**src/hw/rtl/vsd_pkg.sv**
```systemverilog
// shared types and constants for the varint stream decoder
`default_nettype none

package vsd_pkg;

    // bits of payload carried by one encoded byte
    localparam int unsigned GROUP_BITS = 7;
    localparam int unsigned VALUE_W    = 64;
    localparam int unsigned COUNT_W    = 4;

    // group caps for 32-bit and 64-bit values
    localparam logic [COUNT_W-1:0] CAP_NARROW = 4'd5;
    localparam logic [COUNT_W-1:0] CAP_WIDE   = 4'd10;

    // highest group count whose shift still lands inside the value
    localparam logic [COUNT_W-1:0] LAST_GROUP = 4'd9;

    // bit position of the continuation flag within a byte
    localparam int unsigned CONT_POS = 7;

    // configuration port
    localparam int unsigned CFG_INDEX_W = 4;

    typedef enum logic [CFG_INDEX_W-1:0] {
        CFG_WIDE_MODE   = 4'd0,
        CFG_SIGNED_MODE = 4'd1
    } cfg_index_t;

    // completed value handed from the accumulate stage to the finish stage
    typedef struct packed {
        logic [VALUE_W-1:0] raw;
        logic               eof;
    } vsd_raw_t;

endpackage : vsd_pkg

`default_nettype wire

```
**src/hw/rtl/vsd_accum.sv**
```systemverilog
// accumulate stage: gathers 7-bit groups and registers each completed raw value
`default_nettype none

module vsd_accum
    import vsd_pkg::*;
(
    input  wire logic                 clk,
    input  wire logic                 rst_n,
    input  wire logic                 in_valid,
    output logic                      in_ready,
    input  wire logic [7:0]           in_byte,
    input  wire logic                 end_of_data,
    input  wire logic                 wide_mode,
    output logic                      res_valid,
    input  wire logic                 res_ready,
    output vsd_raw_t                  res
);

    logic [VALUE_W-1:0] acc_reg, acc_next;
    logic [COUNT_W-1:0] count_reg, count_next;
    logic               res_valid_reg, res_valid_next;
    vsd_raw_t           res_reg, res_next;

    logic               accept;
    logic               produce;
    logic [COUNT_W-1:0] count_inc;
    logic [COUNT_W-1:0] cap;
    logic [6:0]         shift_amt;
    logic [VALUE_W-1:0] group_shifted;
    logic [VALUE_W-1:0] acc_merged;

    // a new byte enters whenever the result register is free or draining
    assign in_ready = !res_valid_reg || res_ready;
    assign accept   = in_valid && in_ready;

    // group merge and end-of-value decision
    always_comb
    begin
        cap           = wide_mode ? CAP_WIDE : CAP_NARROW;
        shift_amt     = 7'(count_reg) * 7'(GROUP_BITS);
        group_shifted = {{(VALUE_W-GROUP_BITS){1'b0}}, in_byte[GROUP_BITS-1:0]} << shift_amt;
        acc_merged    = (count_reg <= LAST_GROUP) ? (acc_reg | group_shifted) : acc_reg;
        count_inc     = count_reg + 4'd1;

        acc_next   = acc_reg;
        count_next = count_reg;
        produce    = 1'b0;
        res_next   = res_reg;

        if (accept)
        begin
            if (end_of_data)
            begin
                produce      = 1'b1;
                res_next.raw = acc_reg;
                res_next.eof = 1'b1;
                acc_next     = '0;
                count_next   = '0;
            end
            else if (!in_byte[CONT_POS] || count_inc >= cap)
            begin
                produce      = 1'b1;
                res_next.raw = acc_merged;
                res_next.eof = 1'b0;
                acc_next     = '0;
                count_next   = '0;
            end
            else
            begin
                acc_next   = acc_merged;
                count_next = count_inc;
            end
        end

        res_valid_next = (res_valid_reg && !res_ready) || produce;
    end

    // control state
    always_ff @(posedge clk or negedge rst_n)
    begin
        if (!rst_n)
        begin
            acc_reg       <= '0;
            count_reg     <= '0;
            res_valid_reg <= 1'b0;
        end
        else
        begin
            acc_reg       <= acc_next;
            count_reg     <= count_next;
            res_valid_reg <= res_valid_next;
        end
    end

    // result payload
    always_ff @(posedge clk)
    begin
        res_reg <= res_next;
    end

    assign res_valid = res_valid_reg;
    assign res       = res_reg;

endmodule : vsd_accum

`default_nettype wire

```
**src/hw/rtl/vsd_finish.sv**
```systemverilog
// finish stage: width mask and sign rule (an odd pattern gives minus half) into the output register
`default_nettype none

module vsd_finish
    import vsd_pkg::*;
(
    input  wire logic                 clk,
    input  wire logic                 rst_n,
    input  wire logic                 res_valid,
    output logic                      res_ready,
    input  wire vsd_raw_t             res,
    input  wire logic                 wide_mode,
    input  wire logic                 signed_mode,
    output logic                      out_valid,
    input  wire logic                 out_ready,
    output logic [VALUE_W-1:0]        out_value,
    output logic                      out_eof
);

    logic               out_valid_reg, out_valid_next;
    logic [VALUE_W-1:0] value_reg, value_next;
    logic               eof_reg, eof_next;

    logic               accept;
    logic [VALUE_W-1:0] masked;
    logic [VALUE_W-1:0] half;

    assign res_ready = !out_valid_reg || out_ready;
    assign accept    = res_valid && res_ready;

    // mask to the active width, then apply the sign rule
    always_comb
    begin
        masked = wide_mode ? res.raw : {32'b0, res.raw[31:0]};
        half   = masked >> 1;

        value_next = value_reg;
        eof_next   = eof_reg;
        if (accept)
        begin
            if (signed_mode && masked[0])
                value_next = '0 - half;
            else if (signed_mode)
                value_next = half;
            else
                value_next = masked;
            eof_next = res.eof;
        end

        out_valid_next = (out_valid_reg && !out_ready) || accept;
    end

    // control state
    always_ff @(posedge clk or negedge rst_n)
    begin
        if (!rst_n)
            out_valid_reg <= 1'b0;
        else
            out_valid_reg <= out_valid_next;
    end

    // output payload
    always_ff @(posedge clk)
    begin
        value_reg <= value_next;
        eof_reg   <= eof_next;
    end

    assign out_valid = out_valid_reg;
    assign out_value = value_reg;
    assign out_eof   = eof_reg;

endmodule : vsd_finish

`default_nettype wire

```
**src/hw/rtl/varint_stream_decoder.sv**
```systemverilog
// top level of the varint stream decoder: config registers and the two stages
//
// Decodes little-endian base-128 varints from a byte stream.
// Input channel: one transaction per byte on s_tdata[7:0]; s_tuser high
// marks end of data, in which case the byte is ignored.
// Output channel: one transaction per completed value on m_tdata (64-bit
// pattern, two's complement in signed mode); m_tuser flags a value cut
// short by end of data.
// Config channel: cfg_index 0 selects wide mode (64-bit, ten groups),
// 1 selects signed mode; cfg_data[0] is the new value. Always ready;
// write only while no byte is in flight.
// Throughput: one byte per cycle while the output is not stalled. A value
// passes through the accumulate register, then the output register with
// the sign rule, before it appears on the output.
// Reset clears the accumulator, the group count, both mode bits and all
// valid flags. When the receiver stalls, the output register holds its
// transaction and one more completed value waits in the accumulate stage;
// from then on the input takes no byte until the output register drains.
`default_nettype none

module varint_stream_decoder
    import vsd_pkg::*;
(
    input  wire logic                   clk,
    input  wire logic                   rst_n,
    // input bytes
    input  wire logic                   s_tvalid,
    output logic                        s_tready,
    input  wire logic [7:0]             s_tdata,   // [7:0] in_byte
    input  wire logic                   s_tuser,   // [0] end_of_data
    // decoded values
    output logic                        m_tvalid,
    input  wire logic                   m_tready,
    output logic [VALUE_W-1:0]          m_tdata,   // [63:0] decoded_value
    output logic                        m_tuser,   // [0] eof_error
    // configuration writes
    input  wire logic                   cfg_valid,
    output logic                        cfg_ready,
    input  wire logic [CFG_INDEX_W-1:0] cfg_index,
    input  wire logic                   cfg_data
);

    logic     wide_mode_reg, wide_mode_next;
    logic     signed_mode_reg, signed_mode_next;
    logic     res_valid;
    logic     res_ready;
    vsd_raw_t res;

    assign cfg_ready = 1'b1;

    // configuration register decode
    always_comb
    begin
        wide_mode_next   = wide_mode_reg;
        signed_mode_next = signed_mode_reg;
        if (cfg_valid)
        begin
            unique case (cfg_index)
                CFG_WIDE_MODE:   wide_mode_next   = cfg_data;
                CFG_SIGNED_MODE: signed_mode_next = cfg_data;
                default:         ;
            endcase
        end
    end

    always_ff @(posedge clk or negedge rst_n)
    begin
        if (!rst_n)
        begin
            wide_mode_reg   <= 1'b0;
            signed_mode_reg <= 1'b0;
        end
        else
        begin
            wide_mode_reg   <= wide_mode_next;
            signed_mode_reg <= signed_mode_next;
        end
    end

    // group accumulation
    vsd_accum u_accum (
        .clk         (clk),
        .rst_n       (rst_n),
        .in_valid    (s_tvalid),
        .in_ready    (s_tready),
        .in_byte     (s_tdata),
        .end_of_data (s_tuser),
        .wide_mode   (wide_mode_reg),
        .res_valid   (res_valid),
        .res_ready   (res_ready),
        .res         (res)
    );

    // width mask, sign rule and output register
    vsd_finish u_finish (
        .clk         (clk),
        .rst_n       (rst_n),
        .res_valid   (res_valid),
        .res_ready   (res_ready),
        .res         (res),
        .wide_mode   (wide_mode_reg),
        .signed_mode (signed_mode_reg),
        .out_valid   (m_tvalid),
        .out_ready   (m_tready),
        .out_value   (m_tdata),
        .out_eof     (m_tuser)
    );

endmodule : varint_stream_decoder

`default_nettype wire

```
**config.mk**
```make
export PLATFORM = sky130hd
export DESIGN_NAME = varint_stream_decoder
export DESIGN_NICKNAME = d
export VERILOG_FILES = /design/src/hw/rtl/vsd_pkg.sv /design/src/hw/rtl/vsd_accum.sv /design/src/hw/rtl/vsd_finish.sv /design/src/hw/rtl/varint_stream_decoder.sv
export SDC_FILE = /design/constraint.sdc
export NUM_CORES = 1
export LEC_CHECK = 0
export BUFFER_PORTS_ARGS = -buffer_cell sky130_fd_sc_hd__buf_2
export CAP_MARGIN = 25
export CORE_UTILIZATION = 50
export DETAILED_ROUTE_END_ITERATION = 8
export PLACE_DENSITY = 0.65
export SETUP_SLACK_MARGIN = 0.02
export SLEW_MARGIN = 10
export SYNTH_ARGS = -nofsm -noshare
export SYNTH_HDL_FRONTEND = slang
export SYNTH_SLANG_ARGS = --single-unit
```
**constraint.sdc**
```tcl
create_clock -name clk -period 6.75 [get_ports clk]
set_input_delay 1.35 -clock clk [delete_from_list [all_inputs] [get_ports clk]]
set_output_delay 1.35 -clock clk [all_outputs]
set_load 0.03 [all_outputs]
```
==> results of run 1 <==
[layout by cell type, fill, tap and decap left out, types with 20 or more instances in the layout]
cell       netlist  layout
buf_2            0      85
edfxtp_1       130     130
a21oi_1        123     123
o21ai_0         52      52
nor2_1         128     127
nand2_1         63      63
nand3_1         22      22
clkbuf_16        0      25
a21o_1          69      69
nor4_1          20      20
dfrtp_1         72      70
[power by group through the flow]
stage	Combinational (W)	Clock, W	Sequential [W]
global route	0.000821	0.00127	0.00162
global placement	0.000734	0	0.00162
floorplan	0.000457	0	0.00172
detailed placement	0.000739	0	0.00162
CTS	0.000742	0.00122	0.00160
finish	0.000745	0.00120	0.00160
[per-stage QoR]
step	hold slack (ns)	area (um2)	total power, W	utilization [%]
final	0.420	11500	0.00354	58.4
after floorplan	0.400	10200	0.00218	-
after global placement	0.405	10800	0.00236	54.7
after global routing	0.423	11500	0.00371	58.4
after detailed placement	0.407	10800	0.00236	54.7
after CTS	0.422	11500	0.00356	58.4
[layer usage]
layer	up-vias	track usage, %	wire [um]
li1	3725	-	-
met1	3752	38.2	12100
met2	329	34.7	10600
met3	48	3.72	1790
met4	0	7.04	571
met5	-	0	0
[final cells by class]
cell class / instances / area share (%)
well taps: 265 / 2.88
flip-flops and latches: 202 / 49.6
clock buffers: 30 / 5.68
clock inverters: 10 / 0.663
inverters: 11 / 0.358
repair buffers: 92 / 4.26
multi-input cells: 702 / 36.6
[logic make-up (layout without fill, tap and decap cells)]
kind of cell | after synthesis | count (layout) | share of synthesized area [%]
adders and majority gates | 8 | 8 | 0.981
and+or+nand+nor | 322 | 322 | 15.8
other | 1 | 1 | 0.0367
AOI/OAI and AO/OA | 328 | 328 | 20.6
xor gates and xnor gates | 32 | 32 | 2.75
buffers and inverters | 76 | 143 | 2.87
DFF | 202 | 202 | 55.9
muxes | 11 | 11 | 1.10
[final timing paths]
check | start | to | slack (ns)
worst max-delay path | m_tready | s_tready | 3.55
worst min-delay path | u_accum.res[0] | u_finish.out_eof | 0.42
worst max register to register | wide_mode_reg | u_accum.res[14] | 3.66
worst min register to register | u_accum.res[0] | u_finish.out_eof | 0.42
max in group asynchronous | rst_n | signed_mode_reg | 4.99
min in group asynchronous | rst_n | u_accum.acc_reg[16] | 1.06
==> impl_metrics.py, run 1 <==
metrics = {
    "flow_run": {
        "drv_cap": 0,
    },
    "clock_network": {
        "clock_path_buffers": 3,
        "postCtsSetupBuffers": 0,
        "cts_tree": "built",
        "cts.sinks": 202,
        "numCtsBuffers": 22,
        "ctsResizeCount": 0,
        "h-tree-depth": 1,
        "insertion_delay_ns": 0.51,
        "cts-root-buf": "clkbuf_16",
        "path_clk_slew_ns": 0.06,
        "ctsHoldBuffers": 0,
    },
    "sta": {
        "finalSetupTns_ns": 0,
        "clock.fmax_mhz": 312,
        "post-route-period-util_pct": 47.5,
        "worst_slew_pin_slew_ns": 0.958,
        "rsz0062_at_grt": "false",
        "clock_skew_ns": 0.0150,
        "period_needed_ns": 3.20,
        "slew_violations": 0,
        "finalSetupViolations": 0,
        "hold_viol": 0,
        "setup_ws_ns": 3.55,
        "slew_headroom_pct": 35.6,
    },
    "layout": {
        "antenna-diode-count": 0,
        "layout.cells.non_filler": 1312,
        "register_area_mm2": 0.00571,
        "largest_register_ffs": 65,
        "drive_above_1_share_pct": 14.4,
        "syn2layout_area_growth_pct": 12.9,
        "fin_nets": 1058,
        "multi_input_area_mm2": 0.00422,
        "fillCellCount": 1676,
    },
    "global_routing": {
        "grt_start_max_net_pins": 130,
        "gr-total-overflow": 0,
        "antenna_found_initial": 0,
        "grt.total_usage_pct": 24.4,
        "grt_pass1_wl_um": 39200,
        "grt_pass1_vias": 6932,
    },
    "place": {
        "portBuffers": 85,
        "dp.cells": 1272,
        "gp_congestion": 0.899,
        "place_ws_ns": 3.54,
        "place_hpwl_um": 16700,
    },
    "detailed_routing": {
        "vias": 7854,
        "drt-vias-per-instance": 5.99,
        "wl_per_cell_um": 19.1,
        "firstDrtPassIters": 6,
        "drt-total-wl_um": 25000,
        "dr.first_iter.drc_count": 943,
        "drc": 0,
        "drt.antenna.violating_nets": 0,
    },
    "floorplan": {
        "die_w_um": 145,
        "fp.dieArea_mm2": 0.0210,
        "die_h_um": 145,
        "core.rowCount": 51,
        "ios": 87,
        "start_util_pct": 51.8,
        "core-area_mm2": 0.0197,
    },
    "synth": {
        "yosysSeqAreaShare_pct": 55.9,
        "synth.top_cell.area_share_pct": 38.3,
        "syn_inst": 980,
        "synth_enable_flop_cells": 130,
        "yosys.area.top_type": "edfxtp_1",
        "ys_ff_latch": 202,
        "yosysMostFrequentCell": "edfxtp_1",
        "synthTopCellsByCount": "edfxtp_1 (130), nor2_1 (128), a21oi_1 (123)",
        "ys.flop_type": "edfxtp_1",
        "syn_area_per_cell_um2": 10.4,
        "syn_nets": 1007,
        "yosysWarnings": 0,
        "yosysUniqueCellTypes": 63,
        "syn-cell-area_mm2": 0.0102,
        "synthArstFlopShare_pct": 35.6,
        "synth.area.top_cells": "edfxtp_1 (38%), dfrtp_1 (18%), a21oi_1 (6.0%)",
    },
    "pwr": {
        "p_int_w": 0.00245,
        "clkPwrFrac_pct": 33.8,
        "pwr-share-seq_pct": 45.2,
        "powerDensity_mw_per_mm2": 308,
        "p_comb_share_pct": 21.0,
        "switching_share_pct": 30.8,
        "p_leak_nw": 4.96,
        "switching_power_w": 0.00109,
        "irDropWorstVdd_mv": 0.149,
    },
    "setup_path": {
        "cp_common_cell": "buf_2",
        "crit_path_end_kind": "output port",
        "slowest_stage": "buf_2",
        "crit_chain": "buf_2 -> nand3b_1 -> buf_2",
        "worstPathBufferInverterCount": 2,
        "max_stage_delay_ns": 0.21,
        "cp_data_arrival_time_ns": 1.85,
        "critPathTopFamily": "buffers and inverters",
        "cp-start-kind": "primary input",
        "required_ns": 5.40,
        "cp_max_fo": 4,
        "crit_type": "primary input to output port",
        "reg2reg_depth": 8,
        "crit_cells": 3,
    },
    "outcome": {
        "status": "complete, no violations",
    },
    "hold_path": {
        "min_path_cells": 0,
        "min_path_type": "flop to flop",
    },
}
Note: power is estimated with default switching activity, not from simulation.
==> run 2, diff against run 1 <==
Clock period 6.75 ns to 3 ns, I/O delays scaled along.
==> run 2 against run 1 <==
  * Sequential power grew 120%
  * Cell count grew 3.0%
  * Register-to-register slack worse by 3.6 ns
  * First-iteration DRC count is 3.6% higher
  * Worst setup slack lost 3.4 ns
  * Clock power up 140%
  * Non-clock buffer count is 38 higher
  * Global-route usage up 0.51 points
  * Die area did not move
  * Highest routed layer unchanged
==> impl_metrics.py, run 2 (same netlist as run 1, synthesis figures left out) <==
metrics = {
    "outcome": {
        "status": "complete, no violations",
    },
    "sta": {
        "post-route-period-util_pct": 96.4,
        "hold_viol": 0,
        "period_needed_ns": 2.89,
        "slew_headroom_pct": 38.9,
        "rsz0062_at_grt": "false",
        "slew_violations": 0,
        "finalSetupTns_ns": 0,
        "worst_slew_pin_slew_ns": 0.909,
        "clock.fmax_mhz": 346,
        "clock_skew_ns": 0.0148,
        "finalSetupViolations": 0,
    },
    "floorplan": {
        "die_h_um": 145,
        "start_util_pct": 51.8,
        "fp.dieArea_mm2": 0.0210,
        "die_w_um": 145,
        "core.rowCount": 51,
        "ios": 87,
        "core-area_mm2": 0.0197,
    },
    "detailed_routing": {
        "drc": 0,
        "firstDrtPassIters": 6,
        "top_layer_used": "met4",
        "drt-total-wl_um": 25700,
        "drt.antenna.violating_nets": 0,
        "drt-vias-per-instance": 6.01,
        "wl_per_cell_um": 19.0,
        "wl_met1_um": 12200,
        "met3_length_um": 1920,
        "dr_wl_met2_um": 10900,
        "vias": 8121,
        "dr.first_iter.drc_count": 977,
    },
    "global_routing": {
        "grt.total_usage_pct": 25.0,
        "grt_start_max_net_pins": 60,
        "grt_pass1_wl_um": 39900,
        "grt_pass1_vias": 6985,
        "antenna_found_initial": 0,
        "gr-total-overflow": 0,
    },
    "layout": {
        "syn2layout_area_growth_pct": 16.2,
        "largest_register_ffs": 65,
        "final_cell_area_mm2": 0.0119,
        "utilization_pct": 60.1,
        "drive_above_1_share_pct": 17.7,
        "antenna-diode-count": 0,
        "final_common_cell": "edfxtp_1",
        "fin_nets": 1097,
        "final_cell_mix": "edfxtp_1 (130), nor2_1 (127), a21oi_1 (123)",
    },
    "setup_path": {
        "max_stage_delay_ns": 0.66,
        "cp_data_arrival_time_ns": 3.17,
        "crit_chain": "or4_1 -> nor4_4 -> nand4_2 -> buf_4 -> or3_1 -> o211a_1",
        "slowest_stage": "or4_1",
        "crit_type": "flop to flop",
        "cp_max_fo": 7,
        "required_ns": 3.28,
        "cp-start-kind": "flop",
        "crit_path_end_kind": "flop",
    },
    "clock_network": {
        "path_clk_slew_ns": 0.06,
        "insertion_delay_ns": 0.53,
        "numCtsBuffers": 23,
        "cts-root-buf": "clkbuf_16",
        "ctsHoldBuffers": 0,
        "cts_tree": "built",
        "postCtsSetupBuffers": 0,
        "ctsResizeCount": 0,
        "clock_path_buffers": 3,
        "cts.sinks": 202,
        "h-tree-depth": 1,
    },
    "pwr": {
        "p_leak_nw": 5.16,
        "p_comb_share_pct": 21.6,
        "switching_share_pct": 31.2,
        "clkPwrFrac_pct": 34.7,
        "p_int_w": 0.00567,
        "pwr-share-seq_pct": 43.6,
        "powerDensity_mw_per_mm2": 695,
        "irDropWorstVdd_mv": 0.426,
        "switching_power_w": 0.00257,
    },
    "hold_path": {
        "min_path_type": "primary input to asynchronous set/reset pin",
    },
    "place": {
        "place_area_mm2": 0.0111,
        "portBuffers": 85,
        "gp_congestion": 0.931,
        "place_hpwl_um": 17900,
    },
    "flow_run": {
        "drv_cap": 0,
    },
}
==> run 2: cell types whose count changed in the layout (fill, tap and decap cells not counted), sizes merged <==
cell      delta
clkinvlp     +3
clkbuf       -3
clkinv       -1
inv          +1
bufinv       +2
buf         +38
==> run 2: worst paths after layout <==
check	startpoint	end	slack, ns	cells after the start
max	u_accum.res[10]	u_finish.out_value[50]	0.11	6
min	rst_n	u_accum.acc_reg[20]	0.09	2
max reg2reg	u_accum.res[10]	u_finish.out_value[50]	0.11	6
min reg2reg	u_accum.res[0]	u_finish.out_eof	0.44	0
max in group asynchronous	rst_n	signed_mode_reg	2.37	2
min in group clk	cfg_data	signed_mode_reg	0.31	2
==> run 2: worst max-delay path, delay by kind of cell (launching register included) <==
family	cells	cell delay (ns)
AOI/OAI and AO/OA	1	0.24
buffers and inverters	1	0.25
DFF	1	0.44
and+or+nand+nor	4	1.71
==> run 2: power by group through the flow <==
stage / sequential [W] / clock, W / combinational [W]
final: 0.00359 / 0.00286 / 0.00178
after global routing: 0.00363 / 0.00300 / 0.00195
after CTS: 0.00359 / 0.00291 / 0.00178
after detailed placement: 0.00364 / 0 / 0.00177
after global placement: 0.00363 / 0 / 0.00177
after floorplan: 0.00386 / 0 / 0.00103
==> run 2: layout make-up <==
type	count	area [um2]
clock buffer	27	601
clock inverter	15	174
fill	1645	7860
inverter	11	41.3
multi-input combinational	702	4220
sequential	202	5710
tap	265	332
timing repair buffer	130	786
==> run 2: per-stage QoR <==
| step | setup slack (ns) | power, W | hold WS (ns) | cells |
|---|---|---|---|---|
| 3_5_place_dp | 0.140 | 0.00541 | 0.424 | 1309 |
| 4_1_cts | 0.124 | 0.00827 | 0.0977 | 1351 |
| 5_1_grt | 0.0576 | 0.00859 | 0.122 | 1352 |
| 6_report | 0.109 | 0.00824 | 0.0942 | 1352 |
| 3_3_place_gp | 0.209 | 0.00540 | 0.402 | 1309 |
| 2_1_floorplan | 0.203 | 0.00489 | 0.304 | 980 |
==> run 2: layer usage <==
metal	GRT usage [%]	vias up
met2	36.1	391
met3	2.90	57
met5	0	-
met4	7.26	0
li1	-	3824
met1	39.0	3849
